**src/design/cfpti_pkg.sv**
```systemverilog
package cfpti_pkg;

    localparam int REG_W          = 24;
    localparam int COUNT_BITS_DEF = 24;
    localparam int SCALE_W        = 2;
    localparam int COLOR_W        = 2;
    localparam int IDX_W          = 3;
    localparam int QUOT_W         = 8;
    localparam int BIT_W          = $clog2(QUOT_W);
    localparam int IN_TDATA_W     = 8;
    localparam int OUT_TDATA_W    = 40;

    localparam logic [QUOT_W-1:0] FULL_SCALE = 8'd255;

    localparam logic [COLOR_W-1:0] COLOR_RED     = 2'd0;
    localparam logic [COLOR_W-1:0] COLOR_GREEN   = 2'd1;
    localparam logic [COLOR_W-1:0] COLOR_BLUE    = 2'd2;
    localparam logic [COLOR_W-1:0] COLOR_INVALID = 2'd3;

    localparam logic [IDX_W-1:0] REG_SCALE_MODE = 3'd0;
    localparam logic [IDX_W-1:0] REG_RED_MIN    = 3'd1;
    localparam logic [IDX_W-1:0] REG_RED_MAX    = 3'd2;
    localparam logic [IDX_W-1:0] REG_GREEN_MIN  = 3'd3;
    localparam logic [IDX_W-1:0] REG_GREEN_MAX  = 3'd4;
    localparam logic [IDX_W-1:0] REG_BLUE_MIN   = 3'd5;
    localparam logic [IDX_W-1:0] REG_BLUE_MAX   = 3'd6;

    typedef enum logic [1:0] {
        PH_IDLE,
        PH_FIRST,
        PH_SECOND
    } phase_t;

    typedef enum logic [2:0] {
        ST_IDLE,
        ST_PREP,
        ST_SCALE,
        ST_CHECK,
        ST_ITER,
        ST_DONE
    } state_t;

    typedef struct packed {
        logic [SCALE_W-1:0]    scale_mode;
        logic [2:0][REG_W-1:0] period_min;
        logic [2:0][REG_W-1:0] period_max;
    } cfg_t;

    typedef struct packed {
        logic             take;
        logic             load_plain;
        logic             prep;
        logic             scale;
        logic             check;
        logic             iter;
        logic             load_div;
        logic [BIT_W-1:0] bit_idx;
    } cmd_t;

    function automatic logic [REG_W-1:0] sel_period(input logic [2:0][REG_W-1:0] arr,
                                                    input logic [COLOR_W-1:0] color);
        logic [REG_W-1:0] val;
        case (color)
            COLOR_GREEN: val = arr[1];
            COLOR_BLUE:  val = arr[2];
            default:     val = arr[0];
        endcase
        return val;
    endfunction

endpackage

```
**src/design/color_filter_period_to_intensity.sv**
```systemverilog
// Color light-to-frequency sensor reader with period capture and intensity mapping.
// Input stream: one transfer per sensor tick or start request. s_tuser is the request
// type (0 tick, 1 start); s_tdata carries the color choice and the sampled sensor level.
// Output stream: exactly one transfer per input transfer, carrying the scaling and filter
// pin levels, a done flag in m_tuser, and on completion the color, period and intensity.
// The configuration port writes the scale mode and the per-color min and max periods.
// A tick that does not complete a measurement gives its result in the cycle after the
// input transfer, and one item per cycle is sustained while the receiver keeps up.
// The tick that closes a measurement starts a restoring division over a shared
// subtractor, one quotient bit per cycle, so its result passes the prepare, scale, check,
// iterate and done states before it transfers, and no input is taken meanwhile.
// Reset clears the time base, the capture phase and the output valid flag, selects red
// and loads the default min and max periods. When the receiver stalls, the single output
// register holds its result and s_tready stays low until that result is taken.
module color_filter_period_to_intensity #(
    parameter int COUNT_BITS = cfpti_pkg::COUNT_BITS_DEF
) (
    input  logic                              clk,
    input  logic                              rst_n,
    input  logic                              s_tvalid,
    output logic                              s_tready,
    // color_choice[1:0], sensor_level[2], zero padding above
    input  logic [cfpti_pkg::IN_TDATA_W-1:0]  s_tdata,
    // req_type
    input  logic                              s_tuser,
    output logic                              m_tvalid,
    input  logic                              m_tready,
    // scale_pin_a[0], scale_pin_b[1], filter_pin_a[2], filter_pin_b[3],
    // measured_color[5:4], period_ticks[29:6], intensity[37:30], zero padding above
    output logic [cfpti_pkg::OUT_TDATA_W-1:0] m_tdata,
    // measure_done
    output logic                              m_tuser,
    input  logic                              cfg_we,
    input  logic [cfpti_pkg::IDX_W-1:0]       cfg_index,
    input  logic [cfpti_pkg::REG_W-1:0]       cfg_data
);
    import cfpti_pkg::*;

    cfg_t cfg;
    cmd_t cmd;
    logic completes;

    cfpti_cfg u_cfg (
        .clk       (clk),
        .rst_n     (rst_n),
        .cfg_we    (cfg_we),
        .cfg_index (cfg_index),
        .cfg_data  (cfg_data),
        .cfg       (cfg)
    );

    cfpti_ctrl u_ctrl (
        .clk       (clk),
        .rst_n     (rst_n),
        .s_tvalid  (s_tvalid),
        .s_tready  (s_tready),
        .m_tvalid  (m_tvalid),
        .m_tready  (m_tready),
        .completes (completes),
        .cmd       (cmd)
    );

    cfpti_dp #(
        .COUNT_BITS (COUNT_BITS)
    ) u_dp (
        .clk       (clk),
        .rst_n     (rst_n),
        .cfg       (cfg),
        .cmd       (cmd),
        .s_tdata   (s_tdata),
        .s_tuser   (s_tuser),
        .completes (completes),
        .m_tdata   (m_tdata),
        .m_tuser   (m_tuser)
    );

endmodule

```
**src/design/cfpti_cfg.sv**
```systemverilog
module cfpti_cfg (
    input  logic                        clk,
    input  logic                        rst_n,
    input  logic                        cfg_we,
    input  logic [cfpti_pkg::IDX_W-1:0] cfg_index,
    input  logic [cfpti_pkg::REG_W-1:0] cfg_data,
    output cfpti_pkg::cfg_t             cfg
);
    import cfpti_pkg::*;

    cfg_t cfg_reg;
    cfg_t cfg_next;

    always_comb
    begin
        cfg_next = cfg_reg;
        if (cfg_we)
        begin
            case (cfg_index)
                REG_SCALE_MODE: cfg_next.scale_mode    = cfg_data[SCALE_W-1:0];
                REG_RED_MIN:    cfg_next.period_min[0] = cfg_data;
                REG_RED_MAX:    cfg_next.period_max[0] = cfg_data;
                REG_GREEN_MIN:  cfg_next.period_min[1] = cfg_data;
                REG_GREEN_MAX:  cfg_next.period_max[1] = cfg_data;
                REG_BLUE_MIN:   cfg_next.period_min[2] = cfg_data;
                REG_BLUE_MAX:   cfg_next.period_max[2] = cfg_data;
                default:        cfg_next = cfg_reg;
            endcase
        end
    end

    always_ff @(posedge clk or negedge rst_n)
    begin
        if (!rst_n)
        begin
            cfg_reg.scale_mode <= '0;
            cfg_reg.period_min <= '0;
            cfg_reg.period_max <= '1;
        end
        else
        begin
            cfg_reg <= cfg_next;
        end
    end

    assign cfg = cfg_reg;

endmodule

```
**src/design/cfpti_ctrl.sv**
```systemverilog
module cfpti_ctrl (
    input  logic            clk,
    input  logic            rst_n,
    input  logic            s_tvalid,
    output logic            s_tready,
    output logic            m_tvalid,
    input  logic            m_tready,
    input  logic            completes,
    output cfpti_pkg::cmd_t cmd
);
    import cfpti_pkg::*;

    state_t           state_reg;
    state_t           state_next;
    logic [BIT_W-1:0] bit_reg;
    logic [BIT_W-1:0] bit_next;
    logic             out_valid_reg;
    logic             out_valid_next;
    logic             slot_free;

    assign slot_free = !out_valid_reg || m_tready;
    assign s_tready  = (state_reg == ST_IDLE) && slot_free;
    assign m_tvalid  = out_valid_reg;

    always_comb
    begin
        state_next  = state_reg;
        bit_next    = bit_reg;
        cmd         = '0;
        cmd.bit_idx = bit_reg;
        case (state_reg)
            ST_IDLE:
            begin
                if (s_tvalid && slot_free)
                begin
                    cmd.take = 1'b1;
                    if (completes)
                    begin
                        state_next = ST_PREP;
                    end
                    else
                    begin
                        cmd.load_plain = 1'b1;
                    end
                end
            end
            ST_PREP:
            begin
                cmd.prep   = 1'b1;
                state_next = ST_SCALE;
            end
            ST_SCALE:
            begin
                cmd.scale  = 1'b1;
                state_next = ST_CHECK;
            end
            ST_CHECK:
            begin
                cmd.check  = 1'b1;
                bit_next   = BIT_W'(QUOT_W - 1);
                state_next = ST_ITER;
            end
            ST_ITER:
            begin
                cmd.iter = 1'b1;
                if (bit_reg == '0)
                begin
                    state_next = ST_DONE;
                end
                else
                begin
                    bit_next = bit_reg - 1'b1;
                end
            end
            ST_DONE:
            begin
                if (slot_free)
                begin
                    cmd.load_div = 1'b1;
                    state_next   = ST_IDLE;
                end
            end
            default:
            begin
                state_next = ST_IDLE;
            end
        endcase

        if (cmd.load_plain || cmd.load_div)
        begin
            out_valid_next = 1'b1;
        end
        else if (m_tready)
        begin
            out_valid_next = 1'b0;
        end
        else
        begin
            out_valid_next = out_valid_reg;
        end
    end

    always_ff @(posedge clk or negedge rst_n)
    begin
        if (!rst_n)
        begin
            state_reg     <= ST_IDLE;
            bit_reg       <= '0;
            out_valid_reg <= 1'b0;
        end
        else
        begin
            state_reg     <= state_next;
            bit_reg       <= bit_next;
            out_valid_reg <= out_valid_next;
        end
    end

endmodule

```
**src/design/cfpti_dp.sv**
```systemverilog
module cfpti_dp #(
    parameter int COUNT_BITS = cfpti_pkg::COUNT_BITS_DEF
) (
    input  logic                              clk,
    input  logic                              rst_n,
    input  cfpti_pkg::cfg_t                   cfg,
    input  cfpti_pkg::cmd_t                   cmd,
    input  logic [cfpti_pkg::IN_TDATA_W-1:0]  s_tdata,
    input  logic                              s_tuser,
    output logic                              completes,
    output logic [cfpti_pkg::OUT_TDATA_W-1:0] m_tdata,
    output logic                              m_tuser
);
    import cfpti_pkg::*;

    localparam int DW = ((COUNT_BITS > REG_W) ? COUNT_BITS : REG_W) + 1;
    localparam int AW = DW + QUOT_W - 1;

    logic [COUNT_BITS-1:0]  time_base_reg;
    logic [COUNT_BITS-1:0]  time_base_next;
    logic                   prev_level_reg;
    logic                   prev_level_next;
    phase_t                 phase_reg;
    phase_t                 phase_next;
    logic [COUNT_BITS-1:0]  first_edge_reg;
    logic [COUNT_BITS-1:0]  first_edge_next;
    logic [COLOR_W-1:0]     color_reg;
    logic [COLOR_W-1:0]     color_next;

    logic [COUNT_BITS-1:0]  period_reg;
    logic signed [DW-1:0]   diff_reg;
    logic signed [REG_W:0]  den_reg;
    logic [AW-1:0]          rem_reg;
    logic [REG_W-1:0]       divisor_reg;
    logic                   neg_reg;
    logic                   den_zero_reg;
    logic                   sat_reg;
    logic [QUOT_W-1:0]      quot_reg;
    logic [OUT_TDATA_W-1:0] m_tdata_reg;
    logic                   m_tuser_reg;

    logic                   req;
    logic [COLOR_W-1:0]     choice;
    logic                   level;
    logic                   rising;
    logic [REG_W-1:0]       lo;
    logic [REG_W-1:0]       hi;
    logic [DW-1:0]          period_ext;
    logic [DW-1:0]          diff_abs_w;
    logic [DW-2:0]          mag;
    logic [REG_W:0]         den_abs_w;
    logic [AW:0]            shifted;
    logic [AW:0]            trial;
    logic [QUOT_W-1:0]      intensity;

    function automatic logic [OUT_TDATA_W-1:0] pack_out(
        input logic [SCALE_W-1:0] mode,
        input logic [COLOR_W-1:0] pin_color,
        input logic [COLOR_W-1:0] mcolor,
        input logic [REG_W-1:0]   period,
        input logic [QUOT_W-1:0]  inten
    );
        logic [OUT_TDATA_W-1:0] word;
        word        = '0;
        word[0]     = mode[1];
        word[1]     = mode[0];
        word[2]     = (pin_color == COLOR_GREEN);
        word[3]     = (pin_color == COLOR_GREEN) || (pin_color == COLOR_BLUE);
        word[5:4]   = mcolor;
        word[29:6]  = period;
        word[37:30] = inten;
        return word;
    endfunction

    assign req       = s_tuser;
    assign choice    = s_tdata[1:0];
    assign level     = s_tdata[2];
    assign rising    = level && !prev_level_reg;
    assign completes = !req && rising && (phase_reg == PH_SECOND);

    always_comb
    begin
        time_base_next  = time_base_reg;
        prev_level_next = prev_level_reg;
        phase_next      = phase_reg;
        first_edge_next = first_edge_reg;
        color_next      = color_reg;
        if (cmd.take)
        begin
            if (req)
            begin
                if (choice != COLOR_INVALID)
                begin
                    color_next = choice;
                    phase_next = PH_FIRST;
                end
            end
            else
            begin
                if (rising && (phase_reg == PH_FIRST))
                begin
                    first_edge_next = time_base_reg;
                    phase_next      = PH_SECOND;
                end
                else if (completes)
                begin
                    phase_next = PH_IDLE;
                end
                prev_level_next = level;
                time_base_next  = time_base_reg + 1'b1;
            end
        end
    end

    always_ff @(posedge clk or negedge rst_n)
    begin
        if (!rst_n)
        begin
            time_base_reg  <= '0;
            prev_level_reg <= 1'b0;
            phase_reg      <= PH_IDLE;
            first_edge_reg <= '0;
            color_reg      <= COLOR_RED;
        end
        else
        begin
            time_base_reg  <= time_base_next;
            prev_level_reg <= prev_level_next;
            phase_reg      <= phase_next;
            first_edge_reg <= first_edge_next;
            color_reg      <= color_next;
        end
    end

    assign lo         = sel_period(cfg.period_min, color_reg);
    assign hi         = sel_period(cfg.period_max, color_reg);
    assign period_ext = DW'(period_reg);
    assign diff_abs_w = diff_reg[DW-1] ? DW'(-diff_reg) : DW'(diff_reg);
    assign mag        = diff_abs_w[DW-2:0];
    assign den_abs_w  = den_reg[REG_W] ? (REG_W+1)'(-den_reg) : (REG_W+1)'(den_reg);
    assign shifted    = (AW+1)'(divisor_reg) << cmd.bit_idx;
    assign trial      = {1'b0, rem_reg} - shifted;

    always_comb
    begin
        if (den_zero_reg || (!neg_reg && sat_reg))
        begin
            intensity = '0;
        end
        else if (neg_reg)
        begin
            intensity = FULL_SCALE;
        end
        else
        begin
            intensity = FULL_SCALE - quot_reg;
        end
    end

    always_ff @(posedge clk)
    begin
        if (cmd.take && completes)
        begin
            period_reg <= time_base_reg - first_edge_reg;
        end
        if (cmd.prep)
        begin
            diff_reg <= $signed(period_ext) - $signed(DW'(lo));
            den_reg  <= $signed({1'b0, hi}) - $signed({1'b0, lo});
        end
        if (cmd.scale)
        begin
            rem_reg      <= {mag, QUOT_W'(0)} - AW'(mag);
            divisor_reg  <= den_abs_w[REG_W-1:0];
            neg_reg      <= diff_reg[DW-1] ^ den_reg[REG_W];
            den_zero_reg <= (den_reg == '0);
        end
        if (cmd.check)
        begin
            sat_reg  <= (rem_reg >= AW'({divisor_reg, QUOT_W'(0)}));
            quot_reg <= '0;
        end
        if (cmd.iter && !trial[AW])
        begin
            rem_reg                <= trial[AW-1:0];
            quot_reg[cmd.bit_idx] <= 1'b1;
        end
        if (cmd.load_plain)
        begin
            m_tdata_reg <= pack_out(cfg.scale_mode, color_next, '0, '0, '0);
            m_tuser_reg <= 1'b0;
        end
        else if (cmd.load_div)
        begin
            m_tdata_reg <= pack_out(cfg.scale_mode, color_reg, color_reg,
                                    period_ext[REG_W-1:0], intensity);
            m_tuser_reg <= 1'b1;
        end
    end

    assign m_tdata = m_tdata_reg;
    assign m_tuser = m_tuser_reg;

endmodule

```
**config.mk**
```make
export PLATFORM = sky130hd
export DESIGN_NAME = color_filter_period_to_intensity
export DESIGN_NICKNAME = d
export VERILOG_FILES = /design/src/design/cfpti_pkg.sv /design/src/design/color_filter_period_to_intensity.sv /design/src/design/cfpti_cfg.sv /design/src/design/cfpti_ctrl.sv /design/src/design/cfpti_dp.sv
export SDC_FILE = /design/constraint.sdc
export NUM_CORES = 1
export LEC_CHECK = 0
export BUFFER_PORTS_ARGS = -buffer_cell sky130_fd_sc_hd__clkbuf_2
export CAP_MARGIN = 10
export CORE_ASPECT_RATIO = 0.75
export CORE_MARGIN = 3
export CORE_UTILIZATION = 45
export DETAILED_ROUTE_END_ITERATION = 6
export PLACE_DENSITY = 0.66
export REMOVE_ABC_BUFFERS = 1
export SLEW_MARGIN = 15
export SYNTH_ARGS = -nofsm -noshare
export SYNTH_HDL_FRONTEND = slang
export SYNTH_HIERARCHICAL = 1
export SYNTH_SLANG_ARGS = --single-unit
export TNS_END_PERCENT = 50
```
**constraint.sdc**
```tcl
create_clock -name clk -period 7.3 [get_ports clk]
set_clock_uncertainty 0.15 [all_clocks]
set_input_delay 0.365 -clock clk [delete_from_list [all_inputs] [get_ports clk]]
set_output_delay 0.365 -clock clk [all_outputs]
set_load 0.05 [all_outputs]
```
==> results.txt <==
status: finished, final reports clean
CTS buffer count: 42
number of synthesized flops with an enable pin: 137
synth warn: 6
WL/cell: 18.8 um
Tot GR Track Use: 20.8%
routability cong.: 0.908
slew margin rel.: 19.8%
Worst path max stage delay: 0.84 ns
Overflow after GRT: 0
FF-to-FF Start: u_ctrl/bit_reg[2]$_DFFE_PN0P_
Max Cap Viol: 0
first-pass GRT wire length: 93.5 mm
Gate Count Post-Synth: 2,274
Syn Area/Cell: 10.6 sq um
row cnt: 72
clock root cell: clkbuf_16
setup total negative slack: 0 ns
Post-CTS Hold Fix Bufs: 27
layout overhead on the synthesized area: 11.0%
DP HPWL: 42.8 mm
Final Hold Vio Count: 0
vias: 17,300
Worst-Margin Slew: 1.20 ns
Cell variety after synth: 97
crit-path most repeated cell: o21a_1
residual DRC count: 0
worst reg2reg path endpoint: u_dp/rem_reg[30]$_DFFE_PP_
vias in the first global route: 16,900
initial antenna violation count: 1
clock latency on the worst-skew pair: 0.58 ns
top post-synthesis cells by count: nor2_1 (165), nand2_1 (153), ha_1 (148)
CP Class: reg -> reg
# clock sinks: 386
Core Area: 0.0522 sq mm
Die ar.: 0.0563 sq mm
class of the worst hold path: in -> reg
Final Slew Violations: 0
Die X: 273 um
Setup crit end kind: flop
top cell type by total area after synthesis: edfxtp_1
Worst-path clk slew: 0.06 ns
Startpoint Class: flop
largest cells by area after synthesis: edfxtp_1 (17%), dfrtp_1 (14%), dfstp_2 (7.9%), ha_1 (7.7%), mux2_2 (5.1%)
share of the yosys chip area belonging to registers: 42.5%
TritonCTS clock tree: yes
ys flop type: edfxtp_1
# H-tree levels: 2
Tmin final: 5.76 ns
CTS Buffer Depth: 3
postcts setup bufs: 0
number of port buffers: 76
top-area cell type share of the netlist area: 17.1%
Top Ports: 84
DRT antenna net count: 0
Async SR Flop Fraction: 53.4%
maximum fanout along the worst path: 38
RSZ-0062 raised after global routing: no
largest net degree at the start of global routing: 83
Synth Register Bits: 386
drt pass-1 iters: 5
fin crit share: 78.9%
critical path required time: 7.55 ns
worst-path cell chain: inv_1, or2_2, ha_1, nand3_1, nor4_1, nand3_1, a211oi_1, o21a_1, o21a_1, o21a_1, o31a_2, buf_4, or3b_2, o21ai_1
# diodes: 0
Crit. Startpoint: u_ctrl/bit_reg[2]$_DFFE_PN0P_
setup violators final: 0
Largest register FFs: 146
routed wire length: 58.2 mm
most frequent cell after synthesis: nor2_1
initial core utilization: 46.1%
DRT iter0 DRCs: 1,314
share of layout cells above drive strength 1: 19.4%
Cell Area, Synth: 0.0240 sq mm
flop2flop setup slack: 1.54 ns
die height: 206 um
Via density: 5.60
Crit path arrival time: 6.01 ns
nets@finish: 2,544
Max Clk Rate: 174 MHz
slowest CP cell: dfrtp_1
post-CTS resize count: 0
CP Capture Point: u_dp/rem_reg[30]$_DFFE_PP_
R2R cell count: 14
-- cell type report --
type | count | area [sq um]
repair buffers | 127 | 860
inverters | 122 | 458
well taps | 703 | 880
clock inverters | 15 | 156
multi-input cells | 1672 | 12800
fillers | 4574 | 25500
clock buffers | 63 | 1250
flip-flops and latches | 386 | 10200
-- cell families (layout without fill, tap and decap cells) --
family	Yosys count	after routing	share of synthesized area [%]
xor gates and xnor gates	195	195	7.35
DFF	386	386	42.5
adders and majority gates	152	152	8.04
AOI/OAI and AO/OA	532	532	14.5
muxes	239	239	12.0
buffers and inverters	217	327	4.16
and+or+nand+nor	552	552	11.4
other	1	2	0.0156
-- critical path, delay by kind of cell, from the launching register on --
| kind | cells | cell delay (ns) |
|---|---|---|
| compound gates | 6 | 1.70 |
| simple gates | 5 | 1.63 |
| buf+inv | 2 | 0.86 |
| flops | 1 | 0.84 |
| fa+ha+maj | 1 | 0.38 |
-- worst min-delay path by stage --
| stage | slack [ns] | from | to | cells past startpoint |
|---|---|---|---|---|
| floorplan | -0.08 | rst_n | u_cfg/cfg[100]$_DFFE_PN0P_ | 0 |
| global placement | 0.22 | rst_n | u_cfg/cfg[134]$_DFFE_PN0P_ | 1 |
| detailed placement | 0.23 | rst_n | u_cfg/cfg[85]$_DFFE_PN0P_ | 1 |
| CTS | 0.02 | s_tuser | u_dp/phase_reg[0]$_DFFE_PN0P_ | 4 |
| global route | 0.04 | cfg_data[1] | u_cfg/cfg[49]$_DFFE_PN1P_ | 2 |
| finish | 0.05 | cfg_data[1] | u_cfg/cfg[49]$_DFFE_PN1P_ | 2 |
-- per-layer routing --
metal	GRT usage, %	share of wire, %	vias to the layer above
li1	-	-	8376
met1	30.7	49	8412
met2	32.0	44	429
met3	2.94	5.3	81
met4	5.55	2.1	2
met5	0	0.022	-
-- layout by cell type, fill, tap and decap left out, types with 16 or more instances in the layout --
cell type / count
edfxtp_1: 137
dfxtp_1: 43
inv_1: 122
nor2_1: 164
nor3_1: 23
a21o_1: 50
dfrtp_1: 134
a31oi_1: 22
mux2_2: 109
mux2i_1: 66
clkbuf_2: 75
nand3_1: 35
a22oi_1: 50
dlygate4sd3_1: 27
nand2_1: 153
mux2_4: 60
xnor2_1: 125
nor2b_1: 18
nand4_1: 17
o31ai_1: 16
dfstp_2: 72
a21oi_1: 147
buf_4: 23
ha_1: 146
o21ai_0: 111
clkbuf_16: 45
nand2b_1: 32
xor2_1: 63
o21a_1: 18
-- metrics by stage --
stage	worst slack (ns)	cells	utilization, %	area [sq um]	hold WS, ns
floorplan	1.62	2180	-	23500	-0.0806
global placement	1.64	2982	47.9	25000	0.223
detailed placement	1.59	2982	47.9	25000	0.230
CTS	1.54	3087	51.1	26600	0.0197
global route	1.07	3088	51.1	26700	0.0448
finish	1.54	3088	51.1	26700	0.0472
Power is left out: the tool's default activity adds up to more than one toggle a clock period on the data nets, which glitch-free logic cannot reach.
